$ cat config.mk
export PLATFORM = sky130hd
export DESIGN_NAME = lkq_ctrl
export DESIGN_NICKNAME = d
export VERILOG_FILES = /design/src/rtl/assert_macros.svh /design/src/rtl/lkq_pkg.sv /design/src/rtl/lkq_ctrl.sv
export SDC_FILE = /design/constraint.sdc
export NUM_CORES = 1
export LEC_CHECK = 0
export BUFFER_PORTS_ARGS = -buffer_cell sky130_fd_sc_hd__buf_2
export CAP_MARGIN = 20
export CELL_PAD_IN_SITES_DETAIL_PLACEMENT = 1
export CELL_PAD_IN_SITES_GLOBAL_PLACEMENT = 1
export CORE_MARGIN = 3
export CORE_UTILIZATION = 32
export CTS_CLUSTER_SIZE = 10
export DETAILED_ROUTE_END_ITERATION = 10
export PLACE_DENSITY = 0.77
export RECOVER_POWER = 25
export SLEW_MARGIN = 20
export SYNTH_ARGS = -nofsm -noshare
export SYNTH_HDL_FRONTEND = slang
export SYNTH_SLANG_ARGS = --single-unit
$ cat constraint.sdc
create_clock -name clk -period 2.9 [get_ports clk]
set_input_delay 0.435 -clock clk [delete_from_list [all_inputs] [get_ports clk]]
set_output_delay 0.435 -clock clk [all_outputs]
set_load 0.02 [all_outputs]
$ cat src/rtl/assert_macros.svh
// Assertion macros shared by the lock table RTL.
`ifndef ASSERT_MACROS_SVH
`define ASSERT_MACROS_SVH

// Check an implication on every clock edge outside reset.
`define LKQ_ASSERT_IMPL(lbl, clk, rstn, prop) \
    lbl: assert property (@(posedge clk) disable iff (!rstn) (prop)) \
        else $error("lock table assertion failed");

// Check that a condition never holds outside reset.
`define LKQ_ASSERT_NEVER(lbl, clk, rstn, cond) \
    lbl: assert property (@(posedge clk) disable iff (!rstn) !(cond)) \
        else $error("lock table forbidden condition");

`endif

$ cat src/rtl/lkq_pkg.sv
// Shared types and constants of the lock table with wait queues.
package lkq_pkg;

    localparam int LOCK_ENTRIES_DEF = 64;
    localparam int CLIENT_COUNT_DEF = 16;

    localparam int LOCK_W   = 6;
    localparam int CLIENT_W = 4;
    localparam int XID_W    = 64;
    localparam int KIND_W   = 2;
    localparam int COUNT_W  = 32;

    localparam logic [1:0] PH_FREE   = 2'd0;
    localparam logic [1:0] PH_LOCKED = 2'd1;
    localparam logic [1:0] PH_ACQ    = 2'd2;

    localparam logic [KIND_W-1:0] MSG_NONE       = 2'd0;
    localparam logic [KIND_W-1:0] MSG_RETRY      = 2'd1;
    localparam logic [KIND_W-1:0] MSG_REVOKE     = 2'd2;
    localparam logic [KIND_W-1:0] MSG_RETRY_WAIT = 2'd3;

    typedef enum logic [2:0] {
        FIN_NONE,
        FIN_IGNORE,
        FIN_GRANT,
        FIN_OWNER,
        FIN_REVOKE,
        FIN_FREE,
        FIN_PASS
    } fin_t;

    typedef enum logic [1:0] {
        POS_SCAN,
        POS_TAIL,
        POS_HEAD
    } pos_t;

    typedef struct packed {
        logic capture;
        logic clr_wr;
        logic ent_load;
        logic scan_clr;
        logic scan_inc;
        logic q_wr;
        logic append;
        pos_t pos;
        fin_t fin;
    } cmd_t;

    typedef struct packed {
        logic clr_last;
        logic is_rel;
        logic in_range;
        logic phase_free;
        logic owner_hit;
        logic xid_hit;
        logic cnt_zero;
        logic scan_hit;
        logic scan_last;
    } stat_t;

endpackage

$ cat src/rtl/lkq_ctrl.sv
// Controller state machine of the lock table.
module lkq_ctrl
(
    input  logic           clk,
    input  logic           rst_n,
    input  logic           start,
    input  lkq_pkg::stat_t stat,
    output lkq_pkg::cmd_t  cmd,
    output logic           busy
);

    typedef enum logic [3:0] {
        S_CLEAR,
        S_IDLE,
        S_LWAIT,
        S_LLOAD,
        S_DECIDE,
        S_SCAN_RD,
        S_SCAN_CMP,
        S_APPEND,
        S_REVOKE,
        S_REL_RD,
        S_REL_PASS
    } state_t;

    state_t state_reg;
    state_t state_next;
    logic   busy_reg;
    logic   busy_next;

    always_comb
    begin
        cmd        = '0;
        cmd.pos    = lkq_pkg::POS_SCAN;
        cmd.fin    = lkq_pkg::FIN_NONE;
        state_next = state_reg;
        unique case (state_reg)
            S_CLEAR:
            begin
                cmd.clr_wr = 1'b1;
                if (stat.clr_last)
                begin
                    state_next = S_IDLE;
                end
            end
            S_IDLE:
            begin
                if (start)
                begin
                    cmd.capture = 1'b1;
                    state_next  = S_LWAIT;
                end
            end
            S_LWAIT:
            begin
                state_next = S_LLOAD;
            end
            S_LLOAD:
            begin
                cmd.ent_load = 1'b1;
                state_next   = S_DECIDE;
            end
            S_DECIDE:
            begin
                if (!stat.in_range)
                begin
                    cmd.fin    = lkq_pkg::FIN_IGNORE;
                    state_next = S_IDLE;
                end
                else if (!stat.is_rel)
                begin
                    if (stat.phase_free)
                    begin
                        cmd.fin    = lkq_pkg::FIN_GRANT;
                        state_next = S_IDLE;
                    end
                    else if (stat.owner_hit)
                    begin
                        cmd.fin    = lkq_pkg::FIN_OWNER;
                        state_next = S_IDLE;
                    end
                    else
                    begin
                        cmd.scan_clr = 1'b1;
                        state_next   = stat.cnt_zero ? S_APPEND : S_SCAN_RD;
                    end
                end
                else
                begin
                    if (stat.phase_free || !stat.owner_hit || !stat.xid_hit)
                    begin
                        cmd.fin    = lkq_pkg::FIN_IGNORE;
                        state_next = S_IDLE;
                    end
                    else if (stat.cnt_zero)
                    begin
                        cmd.fin    = lkq_pkg::FIN_FREE;
                        state_next = S_IDLE;
                    end
                    else
                    begin
                        state_next = S_REL_RD;
                    end
                end
            end
            S_SCAN_RD:
            begin
                state_next = S_SCAN_CMP;
            end
            S_SCAN_CMP:
            begin
                if (stat.scan_hit)
                begin
                    cmd.q_wr   = 1'b1;
                    cmd.fin    = lkq_pkg::FIN_REVOKE;
                    state_next = S_IDLE;
                end
                else if (stat.scan_last)
                begin
                    state_next = S_APPEND;
                end
                else
                begin
                    cmd.scan_inc = 1'b1;
                    state_next   = S_SCAN_RD;
                end
            end
            S_APPEND:
            begin
                cmd.pos    = lkq_pkg::POS_TAIL;
                cmd.append = 1'b1;
                state_next = S_REVOKE;
            end
            S_REVOKE:
            begin
                cmd.fin    = lkq_pkg::FIN_REVOKE;
                state_next = S_IDLE;
            end
            S_REL_RD:
            begin
                cmd.pos    = lkq_pkg::POS_HEAD;
                state_next = S_REL_PASS;
            end
            S_REL_PASS:
            begin
                cmd.pos    = lkq_pkg::POS_HEAD;
                cmd.fin    = lkq_pkg::FIN_PASS;
                state_next = S_IDLE;
            end
            default:
            begin
                state_next = S_IDLE;
            end
        endcase
    end

    assign busy_next = (state_next != S_IDLE);
    assign busy      = busy_reg;

    always_ff @(posedge clk or negedge rst_n)
    begin
        if (!rst_n)
        begin
            state_reg <= S_CLEAR;
            busy_reg  <= 1'b1;
        end
        else
        begin
            state_reg <= state_next;
            busy_reg  <= busy_next;
        end
    end

endmodule

==> results_dict.tcl, run 1 <==
set metrics [dict create \
    fillers 184 \
    num_vias 527 \
    cts.htree.levels 1 \
    io_pins 25 \
    avgSynthCellArea_um2 8.00 \
    start_util_pct 35.7 \
    drive_above_1_share_pct 35.3 \
    crit_required_ns 2.47 \
    multi_input_area_um2 313 \
    powerDensity_nw_per_um2 852 \
    portBuffers 24 \
    cts.path.max_buffers 2 \
    crit_path_max_incr_delay_ns 0.53 \
    min_period_ns 2.31 \
    dieArea_um2 2030 \
    slew_headroom_pct 69.6 \
    slowest_stage "dfrtp_1" \
    cap_violations 0 \
    drv_slew 0 \
    setup_slack_ns 0.589 \
    grt_overflow_total 0 \
    cts_made_buffers 3 \
    die_h_um 45.1 \
    cts_tree "built" \
    fin_crit_sh_pct 79.7 \
    path_delay_family "simple AND/OR/NAND/NOR gates" \
    critical_path.startpoint_type "flop" \
    pre_cts_ws_ns 0.841 \
    crit_fanout 16 \
    syn-num-nets 73 \
    rows 13 \
    grt_max_degree 17 \
    dr.pass1.iters 3 \
    yosys_warnings 0 \
    ant_nets 0 \
    syn_inst 61 \
    root_buffer "clkbuf_4" \
    route.detailed.drc 0 \
    final-setup-viol-count 0 \
    instances_no_fill 100 \
    coreArea_um2 1370 \
    critPathBufInv 1 \
    crit_path_cell_trace "nor4b_4 > nand2_2 > or3_1 > a21oi_1 > buf_2" \
    hold_violations 0 \
    largest_reg_flops 4 \
    post_cts_buffers 0 \
    place_hpwl_um 1040 \
    grt_pass1_vias 501 \
    skew_ns 0.00278 \
    synthesis.area_um2 488 \
    min-delay-path-class "primary input to flop" \
    layout.nets 98 \
    worstSetupPathType "flop to primary output" \
    grt_antenna_before_repair 0 \
    power_mw 0.538 \
    seq_area_um2 126 \
    gp_congestion 0.664 \
    yosysUniqueCellTypes 34 \
    post_drt_wl_per_cell_um 12.8 \
    areaGrowthSynthToFinish_pct 29.5 \
    p_leak_nw 0.306 \
    routed_wirelength_um 1280 \
    rsz0062_at_grt "no" \
    tightest_slew_ns 0.456 \
    grt_usage_pct 15.3 \
    num_antenna_cells 0 \
    vdd_drop_max_v 0.000513 \
    drtIter0Drc 2 \
    yosysSeqAreaShare_pct 25.9 \
    clock-sinks 5 \
    hold_slack_ns 0.465 \
    ys_seq_elements 5 \
    post-place-cells 95 \
    end_kind "primary output" \
    setup_tns_ns 0 \
    cts.clk_slew.worst_paths_ns 0.04 \
    status "finished clean" \
    die_x_um 45.1 \
    cp.arrival_ns 1.88 \
    viasPerCell 5.27 \
    clk_latency_ns 0.24 \
    maxClockFrequency_ghz 0.433 \
    grt_pass1_wl_um 2260 \
]
synthesized netlist by cell type (all sizes together):
cell     n  share of area [%]
a211oi   1                2.6
nor3b    1                1.5
dfrtp    4                 21
a21oi    2                2.1
o32ai    1                1.8
and4b    1                2.1
nor3     3                3.1
o21ai    2                2.0
or4      1                1.5
nor4bb   1                2.1
buf      5                6.2
nand2b   1                1.3
inv      5                3.8
o31a     1                1.8
nor4     1                1.3
nand2    5                4.4
nor2b    3                3.8
o22ai    1                1.3
nand3    1                1.0
nand3b   2                3.1
nor4b    2                6.7
dfstp    1                5.4
nand4bb  2                4.6
nand4    1                1.3
and3     1                1.3
a21boi   2                3.1
or2b     1                1.5
nor2     5                3.8
a31oi    3                3.8
or3      1                1.3
cells in the final DEF, fill, tap and decap left out, types with 2 or more instances in the layout:
cell type,n
dfrtp_1,4
clkbuf_1,2
nor3_1,3
nand2_1,4
nor2b_1,3
nand3b_1,2
buf_2,23
clkbuf_4,3
a21oi_1,2
a31oi_1,3
inv_1,5
a21boi_0,2
nand4bb_1,2
nor2_1,5
cells by family after synthesis:
logic type | after synthesis | synth area share (%)
AND/OR/NAND/NOR | 33 | 45.6
AO/OA/AOI/OAI | 13 | 18.5
buffers and inverters | 10 | 10.0
flip-flops | 5 | 25.9
worst paths after layout:
path                                   startpoint                     end  slack (ns)  cells after the start
max in group asynchronous                   rst_n          busy$_DFF_PN1_        2.06                      2
min                                       stat[2]  state_reg[1]$_DFF_PN0_        0.47                      3
min reg2reg                state_reg[3]$_DFF_PN0_  state_reg[1]$_DFF_PN0_        0.80                      3
max reg2reg                state_reg[1]$_DFF_PN0_          busy$_DFF_PN1_        1.40                      4
min in group asynchronous                   rst_n  state_reg[1]$_DFF_PN0_        0.57                      2
max                        state_reg[1]$_DFF_PN0_                  cmd[1]        0.59                      5
cell type report:
class	instances	share of cell area (%)
Tap cell	15	2.97
Multi-Input combinational cell	46	49.5
Inverter	5	2.97
Clock buffer	4	4.16
Timing Repair Buffer	25	20.4
Sequential cell	5	20.0
where the power goes:
| group | switching [mW] | total, mW | internal (mW) |
|---|---|---|---|
| registers | 0.0853 | 0.189 | 0.103 |
| clock network | 0.0259 | 0.0777 | 0.0518 |
| logic | 0.148 | 0.272 | 0.124 |
layer usage:
metal	share of wire, %	up-vias	global-route usage [%]
li1	-	271	-
met1	50	246	23.0
met2	46	10	20.9
met3	4.1	0	1.20
met4	0	0	8.77
met5	0	-	0
worst register-to-register path, stage by stage (launching register included):
cell and delay [ns]:
dfrtp_1 0.53, nor4b_4 0.38, nand2_2 0.10, o31a_1 0.32, nand4_1 0.10
metrics by stage:
step                      utilization, %  cell area (µm²)
final                               46.2              632
after floorplan                        -              488
after CTS                           46.3              633
after global routing                46.2              632
after global placement              43.7              597
after detailed placement            43.7              597
timing repair:
| item | CTS | global route |
|---|---|---|
| hold buffers | 1 | 0 |
| hold endpoints to repair | 4 | 0 |
| gates resized for setup | 0 | 0 |
Power figures use the tool's default switching activity.
==> inputs of run 2 (changes only) <==
CORE_UTILIZATION = 29   (was 32)
PLACE_DENSITY = 0.71   (was 0.77)
clock period = 2.3 ns   (was 2.9 ns; I/O delays follow)
==> results_dict.tcl, run 2 (synthesized netlist as in run 1, its figures left out) <==
set metrics [dict create \
    maxClockFrequency_ghz 0.468 \
    areaGrowthSynthToFinish_pct 34.4 \
    skew_ns 0.00205 \
    power_mw 0.725 \
    clk_latency_ns 0.24 \
    ctsResizeCount 0 \
    cts.htree.levels 1 \
    die_x_um 47.0 \
    critical_path.startpoint_type "flop" \
    dr.pass1.iters 2 \
    root_buffer "clkbuf_4" \
    drive_above_1_share_pct 37.5 \
    largest_reg_flops 4 \
    post_drt_wl_per_cell_um 13.1 \
    start_util_pct 31.7 \
    clock-sinks 5 \
    layout_commonest_cell "buf_2" \
    routed_wirelength_um 1370 \
    drtIter0Drc 3 \
    final-setup-viol-count 0 \
    viasPerCell 5.32 \
    p_leak_nw 0.321 \
    crit_required_ns 1.96 \
    cts_made_buffers 3 \
    layout.nets 101 \
    crit_fanout 12 \
    post_dp_cell_area_um2 621 \
    rsz0062_at_grt "no" \
    place_hpwl_um 1070 \
    end_kind "primary output" \
    cap_violations 0 \
    drv_slew 0 \
    powerDensity_nw_per_um2 1110 \
    min-delay-path-class "primary input to flop" \
    vdd_drop_max_v 0.000603 \
    grt_usage_pct 14.4 \
    portBuffers 24 \
    ant_nets 0 \
    num_antenna_cells 0 \
    final_util_pct 42.5 \
    fin_area_um2 656 \
    dieArea_um2 2210 \
    status "finished clean" \
    final_cell_mix "buf_2 (23), nor2_1 (5), inv_1 (5)" \
    hold_slack_ns 0.366 \
    slew_headroom_pct 74.0 \
    grt_antenna_before_repair 0 \
    cts.clk_slew.worst_paths_ns 0.04 \
    fillers 203 \
    grt_max_degree 16 \
    grt_overflow_total 0 \
    gp_congestion 0.699 \
    cts_tree "built" \
    fin_crit_sh_pct 92.8 \
    hold_violations 0 \
    grt_pass1_wl_um 2260 \
    cp.arrival_ns 1.79 \
    grt_pass1_vias 527 \
    tightest_slew_ns 0.387 \
    num_vias 553 \
    route.detailed.drc 0 \
    cts.path.max_buffers 2 \
    io_pins 25 \
    min_period_ns 2.13 \
    rows 14 \
    setup_tns_ns 0 \
    coreArea_um2 1540 \
    worstSetupPathType "flop to primary output" \
    die_h_um 47.0 \
]
-- run 2: cell types whose count changed in the layout (fill, tap and decap cells not counted) --
cell   previous run  this run
buf_4             0         3
-- run 2: metal layers --
metal	up-vias	global-route usage [%]	wire (µm)	share of wire, %
met3	2	3.45	83	6.1
met2	15	22.8	659	48
met4	0	7.18	9	0.66
li1	277	-	-	-
met5	-	0	0	0
met1	259	18.2	614	45
-- run 2: final cells by class --
cell class	count	area, µm²	area share [%]
Timing Repair Buffer	28	151	23.1
Clock buffer	4	26.3	4.01
Inverter	5	18.8	2.86
Sequential cell	5	126	19.3
Multi-Input combinational cell	46	313	47.7
Tap cell	16	20.0	3.05
-- run 2: per-stage QoR --
step | setup slack (ns) | instances
floorplan | 0.455 | 61
global placement | 0.460 | 99
detailed placement | 0.396 | 99
CTS | 0.132 | 104
global route | 0.0190 | 104
finish | 0.166 | 104
-- run 2: path summary, 6_finish.rpt --
path                                              from                     end  slack, ns  cells past startpoint
worst max-delay path            state_reg[3]$_DFF_PN0_                  cmd[1]       0.17                      5
worst min-delay path                           stat[2]  state_reg[1]$_DFF_PN0_       0.37                      3
worst max register to register  state_reg[1]$_DFF_PN0_          busy$_DFF_PN1_       0.82                      5
worst min register to register  state_reg[1]$_DFF_PN0_  state_reg[3]$_DFF_PN0_       0.78                      4
max in group asynchronous                        rst_n          busy$_DFF_PN1_       1.53                      2
min in group asynchronous                        rst_n  state_reg[2]$_DFF_PN0_       0.50                      2
-- run 2: timing repair --
action / in CTS / in global routing
setup endpoints to repair: 0 / 0
hold buffers: 1 / 0
setup buffers: 0 / 0
endpoints found under the hold margin: 4 / 0
-- run 2: worst max-delay path, stage by stage, from the launching register on --
cell	delay, ns
dfrtp_1	0.51
nor4b_4	0.31
nand2_2	0.10
or3_1	0.32
a21oi_1	0.14
buf_2	0.17
-- run 2: power breakdown --
group | internal [mW] | leakage, nW | switching (mW)
sequential | 0.132 | 0.0613 | 0.0395
combinational | 0.185 | 0.245 | 0.270
clock | 0.0654 | 0.0150 | 0.0334
==> inputs of run 3 (changes only) <==
MAX_ROUTING_LAYER = met4   (was unset)
==> results_dict.tcl, run 3 (synthesized netlist as in run 1, its figures left out) <==
set metrics [dict create \
    root_buffer "clkbuf_4" \
    cts.path.max_buffers 2 \
    p_seq_share_pct 23.6 \
    vdd_drop_max_v 0.000603 \
    dieArea_um2 2210 \
    start_util_pct 31.7 \
    cp-startpoint "state_reg[3]$_DFF_PN0_" \
    final-setup-viol-count 0 \
    io_pins 25 \
    end_kind "primary output" \
    routed_wirelength_um 1370 \
    ant_nets 0 \
    coreArea_um2 1540 \
    tightest_slew_ns 0.388 \
    final_cell_mix "buf_2 (23), nor2_1 (5), inv_1 (5)" \
    route.detailed.drc 0 \
    post_cts_buffers 0 \
    skew_ns 0.00205 \
    layout.nets 101 \
    areaGrowthSynthToFinish_pct 34.4 \
    power_mw 0.725 \
    reg2reg_depth 5 \
    r2r_start "state_reg[1]$_DFF_PN0_" \
    viasPerCell 5.27 \
    ctsResizeCount 0 \
    largest_reg_flops 4 \
    portBuffers 24 \
    post_dp_cell_area_um2 621 \
    critical_path.startpoint_type "flop" \
    num_antenna_cells 0 \
    cp.arrival_ns 1.79 \
    cts_made_buffers 3 \
    grt_pass1_vias 528 \
    slowest_stage "dfrtp_1" \
    min_to "state_reg[1]$_DFF_PN0_" \
    clock-sinks 5 \
    min_period_ns 2.14 \
    p_clk_share_pct 13.6 \
    grt_max_degree 16 \
    cap_violations 0 \
    drv_slew 0 \
    hold_depth 3 \
    p_sw_mw 0.343 \
    rows 14 \
    hold_violations 0 \
    post_drt_wl_per_cell_um 13.1 \
    clk_latency_ns 0.24 \
    r2r_setup_slack_ns 0.82 \
    internal_power_mw 0.382 \
    final_util_pct 42.5 \
    cts.htree.levels 1 \
    powerDensity_nw_per_um2 1110 \
    critPathBufInv 1 \
    maxClockFrequency_ghz 0.468 \
    crit_path_cell_trace "nor4b_4 > nand2_2 > or3_1 > a21oi_1 > buf_2" \
    path_delay_family "simple AND/OR/NAND/NOR gates" \
    p_leak_nw 0.321 \
    cts.clk_slew.worst_paths_ns 0.04 \
    die_h_um 47.0 \
    place_hpwl_um 1070 \
    grt_antenna_before_repair 0 \
    setup_tns_ns 0 \
    fin_area_um2 656 \
    drtIter0Drc 3 \
    grt_usage_pct 14.9 \
    slew_headroom_pct 73.9 \
    worstSetupPathType "flop to primary output" \
    status "finished clean" \
    comb_power_share_pct 62.8 \
    hold_start "stat[2]" \
    layout_commonest_cell "buf_2" \
    p_sw_share_pct 47.3 \
    dr.pass1.iters 2 \
    crit_fanout 12 \
    rsz0062_at_grt "no" \
    cts_tree "built" \
    drive_above_1_share_pct 37.5 \
    reg2reg_to "busy$_DFF_PN1_" \
    gp_congestion 0.707 \
    grt_overflow_total 0 \
    die_x_um 47.0 \
    grt_pass1_wl_um 2250 \
    min-delay-path-class "primary input to flop" \
    num_vias 548 \
    crit_required_ns 1.96 \
    crit_path_max_incr_delay_ns 0.51 \
    fin_crit_sh_pct 92.8 \
]
-- run 3: tightest hold or removal path: cells and delay by family --
| family | cells | cell delay [ns] |
|---|---|---|
| buffers and inverters | 1 | 0.12 |
| and+or+nand+nor | 2 | 0.11 |
-- run 3: per-layer routing --
metal / part of all wire (%) / up-vias / wire [µm] / global-route usage [%]
met3: 6.1 / 2 / 83 / 3.45
met4: 0.66 / 0 / 9 / 7.18
met5: 0 / - / 0 / -
met2: 48 / 15 / 660 / 22.8
met1: 45 / 254 / 612 / 18.2
li1: - / 277 / - / -
-- run 3: layout make-up --
cell class              count  area [µm²]
clock buffers               4        26.3
fillers                   203         886
repair buffers             28         151
inverters                   5        18.8
well taps                  16        20.0
multi-input cells          46         313
flip-flops and latches      5         126
-- run 3: repair_timing --
item	CTS	global route
endpoints found under the setup margin	0	0
endpoints found under the hold margin	4	0
hold buffers	1	0
-- run 3: how the worst max path moves through the flow --
stage,to,slack (ns),depth (start not counted)
2_1_floorplan,cmd[1],0.46,4
3_3_place_gp,cmd[1],0.46,5
3_5_place_dp,cmd[1],0.40,5
4_1_cts,cmd[1],0.13,5
5_1_grt,cmd[1],0.02,5
6_report,cmd[1],0.16,5
-- run 3: power by group through the flow --
stage / logic, mW / clock network, mW / registers [mW]
2_1_floorplan: 0.320 / 0 / 0.183
3_3_place_gp: 0.451 / 0 / 0.169
3_5_place_dp: 0.457 / 0 / 0.172
4_1_cts: 0.461 / 0.104 / 0.172
5_1_grt: 0.512 / 0.111 / 0.175
6_report: 0.455 / 0.0988 / 0.171
-- run 3: metrics by stage --
stage | hold slack [ns] | std cells | setup WS [ns]
floorplan | 0.0494 | 61 | 0.455
global placement | 0.161 | 99 | 0.460
detailed placement | 0.162 | 99 | 0.396
CTS | 0.362 | 104 | 0.132
global route | 0.368 | 104 | 0.0190
finish | 0.366 | 104 | 0.165
